===== src/hw/rtl/fcsl_ram.sv =====
`default_nettype none
// ----------------------------------------------------------------------------
// Generic RAM
// One write port and one read port, read data registered.
// ----------------------------------------------------------------------------
module fcsl_ram #(
   parameter int WIDTH  = 8,
   parameter int DEPTH  = 256,
   localparam int ADDR_W = $clog2(DEPTH)
) (
   input  wire logic              clock,
   input  wire logic              wr_en,
   input  wire logic [ADDR_W-1:0] wr_addr,
   input  wire logic [WIDTH-1:0]  wr_data,
   input  wire logic [ADDR_W-1:0] rd_addr,
   output logic      [WIDTH-1:0]  rd_data
);

   logic [WIDTH-1:0] mem_ff [DEPTH];
   logic [WIDTH-1:0] rd_data_ff;

   // Write and registered read.
   always_ff @(posedge clock) begin
      if (wr_en) begin
         mem_ff[wr_addr] <= wr_data;
      end
      rd_data_ff <= mem_ff[rd_addr];
   end

   assign rd_data = rd_data_ff;

endmodule
`default_nettype wire


===== config.mk =====
export PLATFORM = sky130hd
export DESIGN_NAME = fcsl_ram
export DESIGN_NICKNAME = d
export VERILOG_FILES = /design/src/hw/rtl/fcsl_ram.sv
export SDC_FILE = /design/constraint.sdc
export NUM_CORES = 2
export LEC_CHECK = 0
export BUFFER_PORTS_ARGS = -buffer_cell sky130_fd_sc_hd__buf_4
export CAP_MARGIN = 20
export CORE_MARGIN = 5
export CORE_UTILIZATION = 40
export CTS_CLUSTER_DIAMETER = 200
export DETAILED_ROUTE_END_ITERATION = 8
export SETUP_SLACK_MARGIN = 0.5
export SLEW_MARGIN = 10
export SYNTH_ARGS = -nofsm -noshare
export SYNTH_HDL_FRONTEND = slang
export SYNTH_SLANG_ARGS = --single-unit

===== constraint.sdc =====
create_clock -name clock -period 2.96 [get_ports clock]
set_clock_uncertainty 0.2 [all_clocks]
set_input_delay 0.592 -clock clock [delete_from_list [all_inputs] [get_ports clock]]
set_output_delay 0.592 -clock clock [all_outputs]
set_load 0.03 [all_outputs]

Yosys cells after proc, flatten, opt, wreduce, memory -nomap -nowiden

Memory sizes are Yosys's and may differ from the RTL's. A register that Yosys moved wholly into a read port is not among the register bits.
Cells that the tools add are included.

Multiplexer cells: 2

Operators by type and width:

| operator | number |
|---|---|
| $mux W1  | 2 |

Logic and storage cells: 3
Memories kept: 1
Memory bits (writable): 2,048
Register bits: 0
Output and inout port bits: 8
Input port bits: 26

Memories:

| name   | words | width | read ports | clocked after Yosys merged registers in | wr ports | line | RTL |
|---|---|---|---|---|---|---|---|
| mem_ff | 256   | 8     | 1          | 1                                       | 1        | 19   | `logic [WIDTH-1:0] mem_ff [DEPTH];` |

Longest topological paths before layout

Depth after elaboration: 2
Mapped depth: 11

Worst setup path after synthesis

No wires, ideal clock.

Path type: input -> register
From: input port rd_addr[0]
To: register rd_data_ff[2], in the netlist rd_data[2] (read register of mem_ff)
Setup slack: 0.230 ns
Buffers on the path: 4
Library setup time: 0.131 ns
Arrival: 2.399 ns
Stages: 9
Cell sequence: buf_6 -> buf_12 -> buf_8 -> buf_2 -> mux4_2 -> a22oi_1 -> a21oi_1 -> nor4_1 -> nor4_2

RTL lines:

| element     | line | RTL |
|---|---|---|
| from (decl) | 15   | `input wire logic [ADDR_W-1:0] rd_addr,` |
| to (decl)   | 20   | `logic [WIDTH-1:0] rd_data_ff;` |

==> impl_metrics.py <==
metrics = {
    "yosys": {
        "synthMuxAreaShare_pct": 14.6,
        "synth_adder_area_share_pct": 0,
        "seq_area_frac_synth_pct": 77.5,
        "ys_seq_elements": 2056,
        "ys_types": 55,
        "synth_top_family_by_area": "multiplexers",
        "yosysWarnings": 0,
        "synth-edff-count": 2048,
        "synth-simple-area-share_pct": 2.63,
        "syn-num-nets": 3759,
        "synth-xor-area-share_pct": 0,
        "synth_cells": 3733,
        "synthArstFlopShare_pct": 0,
        "netlist_area_um2": 79600,
        "synth_compound_area_share_pct": 3.42,
        "synth_ff_type": "edfxtp_1",
        "avgSynthCellArea_um2": 21.3,
    },
    "layout": {
        "post-route-util_pct": 48.6,
        "synthToLayoutAreaGrowth_pct": 20.8,
        "final_common_cell": "edfxtp_1",
        "drive_gt1_share_pct": 35.4,
        "final_nets": 4477,
        "layout_common_cells": "2,048 x edfxtp_1, 612 x buf_4, 454 x mux4_2",
        "final_cells": 7262,
    },
    "drt": {
        "routed_via_density": 5.61,
        "first_pass_iters": 6,
        "first_iter_violations": 4662,
        "ant_nets": 0,
        "drc_errors": 0,
        "wl_um": 205000,
        "wire_per_inst_um": 28.2,
        "num_vias": 40731,
    },
    "hold_path": {
        "hold_class": "input pin to flop",
    },
    "pwr": {
        "powerDensity_nw_per_um2": 647,
        "clkPwrFrac_pct": 42.5,
        "ir_drop_v": 0.000587,
        "power_frac_comb_pct": 5.9,
        "internal_power_mw": 49.0,
        "p_sw_mw": 13.2,
        "power_mw": 62.2,
        "power.leakage_nw": 31.0,
        "switching_share_pct": 21.2,
        "seqPwrFrac_pct": 51.7,
    },
    "clock_tree": {
        "clk_pin_slew_worst_paths_ps": 60,
        "htree_levels": 4,
        "tritoncts": "yes",
        "worstSkewPairLatency_ps": 860,
        "clockBufferDepth": 3,
        "clock_sinks": 2056,
        "numCtsBuffers": 207,
        "cts_root_buffer": "clkbuf_16",
    },
    "floorplan": {
        "fp-row-count": 163,
        "start_util_pct": 40.3,
        "die_h_um": 456,
        "ios": 34,
        "coreArea_um2": 198000,
        "dieArea_um2": 208000,
        "chipWidth_um": 456,
    },
    "placement": {
        "hpwl_um": 131000,
        "place.port_buffers": 33,
        "dp_slack_ps": -1250,
        "finalWeightedCongestion": 0.848,
        "dp_cells": 6837,
    },
    "setup_path": {
        "worstPathArrival_ps": 3090,
        "critPathMostFrequentCell": "buf_16",
        "cp_slowest_cell": "mux4_2",
        "crit_family": "buffers and inverters",
        "crit_path_end_kind": "flop",
        "slowest_delay_ps": 490,
        "critical_path.max_fanout": 7,
        "startpoint_type": "input pin",
        "cp_num_buf_inv": 5,
        "required_ps": 3480,
        "critical_path_class": "input pin to flop",
        "path_cells": "buf_16 > buf_16 > buf_16 > buf_16 > mux4_2 > o211ai_1 > nand3_2 > nor4_4 > buf_4 > nor4_2",
    },
    "grt": {
        "grt_max_degree": 101,
        "grtUsageTotal_pct": 19.4,
        "antenna_found_initial": 10,
        "grt_overflow_total": 0,
        "grt_pass1_wl_um": 296000,
        "grt_pass1_vias": 41283,
    },
    "timing": {
        "timing.final.crit_share_pct": 86.8,
        "setup_viol": 0,
        "clock.fmax_mhz": 389,
        "worst_slack_ps": 390,
        "worst_slew_pin_slew_ps": 1080,
        "period_minus_slack_ps": 2570,
        "relSlewSlack_pct": 27.9,
        "drv_slew": 0,
        "rsz0062_at_grt": "yes",
        "setup_tns_ps": 0,
        "finalHoldViolCount": 0,
    },
    "flow_run": {
        "maxCapViolCount": 0,
    },
    "run_status": {
        "status": "finished, final reports clean",
    },
}
-- stage by stage --
| stage | instance area [um2] | hold WS, ps |
|---|---|---|
| 2_1_floorplan | 80000 | 491 |
| 3_3_place_gp | 87900 | 722 |
| 3_5_place_dp | 88000 | 723 |
| 4_1_cts | 95500 | 175 |
| 5_1_grt | 96100 | 239 |
| 6_report | 96100 | 259 |
-- tightest hold or removal path: cells and delay by family --
family / cells / cell delay, ps
buffers and inverters: 2 / 330
AND/OR/NAND/NOR: 2 / 200
-- routing by layer --
metal | track usage, % | vias up | wire [um]
met5 | 0 | - | 17
met4 | 5.20 | 2 | 5260
met3 | 2.99 | 303 | 14600
met2 | 31.9 | 1635 | 101000
met1 | 27.2 | 21610 | 84000
li1 | - | 17181 | -
-- registers in the layout (all words and copies together) (netlist names) --
name,flops
mem_ff,2048
rd_data,8
-- Yosys cell counts (3+ instances only) --
cell | number | area (um2)
mux4_2 | 454 | 10200
a21oi_1 | 96 | 480
buf_12 | 8 | 160
o221ai_1 | 46 | 403
o22a_1 | 5 | 43.8
or2_2 | 4 | 25.0
dfxtp_1 | 8 | 160
buf_2 | 31 | 155
edfxtp_1 | 2048 | 61500
o32ai_1 | 4 | 35.0
mux2i_1 | 134 | 1340
o211ai_1 | 10 | 75.1
nor2_1 | 282 | 1060
nand2_1 | 33 | 124
buf_8 | 13 | 195
a211oi_1 | 16 | 120
nor2b_1 | 31 | 194
nor4_1 | 24 | 150
nand4_1 | 10 | 62.6
a22o_1 | 8 | 70.1
buf_1 | 22 | 82.6
buf_6 | 21 | 236
a221oi_1 | 13 | 114
buf_4 | 27 | 203
o22ai_1 | 28 | 175
and2_1 | 6 | 37.5
a22oi_1 | 133 | 998
clkbuf_1 | 111 | 417
nor3_1 | 22 | 110
nor4_2 | 3 | 37.5
nand2b_1 | 8 | 50.1
nand3_1 | 34 | 170
o21ai_0 | 10 | 50.1
-- repair_timing --
| item | in CTS | in global routing |
|---|---|---|
| pin swaps | 17 | 20 |
| hold buffers | 8 | 0 |
| gates cloned | 3 | 4 |
| setup buffers | 14 | 16 |
| hold endpoints to repair | 167 | 0 |
| resized for setup | 69 | 56 |
| endpoints found under the setup margin | 8 | 8 |
-- area by class of cell --
class                           count  area, um2
Inverter                            2       7.51
Clock buffer                      249       5380
Timing Repair Buffer              742       7020
Antenna cell                        2       5.00
Clock inverter                    129       1490
Tap cell                         2640       3300
Fill cell                       15963     102000
Sequential cell                  2056      61700
Multi-Input combinational cell   1442      17200
-- worst paths after layout --
check	endpoint	from	depth (start not counted)	slack [ps]
setup / recovery	rd_data[4]	rd_addr[0]	10	390
hold reg to reg	rd_data[0]	mem_ff[74][0]	5	900
setup reg to reg	rd_data[4]	mem_ff[51][4]	6	500
hold / removal	mem_ff[155][6]	wr_addr[1]	4	260
-- cells by family (layout without fill, tap and decap cells) --
kind of cell / count (synthesis) / after routing
DFF: 2056 / 2056
muxes: 591 / 591
and+or+nand+nor: 466 / 466
AOI/OAI and AO/OA: 385 / 385
buffers and inverters: 235 / 1122
other: 0 / 2
-- power by group through the flow --
stage | logic [mW] | clock network (mW) | registers (mW)
2_1_floorplan | 1.61 | 0 | 32.8
3_3_place_gp | 3.40 | 0 | 32.8
3_5_place_dp | 3.45 | 0 | 32.8
4_1_cts | 3.59 | 26.9 | 32.1
5_1_grt | 3.84 | 28.1 | 32.1
6_report | 3.65 | 26.4 | 32.1
No activity file was read; power rests on OpenSTA's default activity.
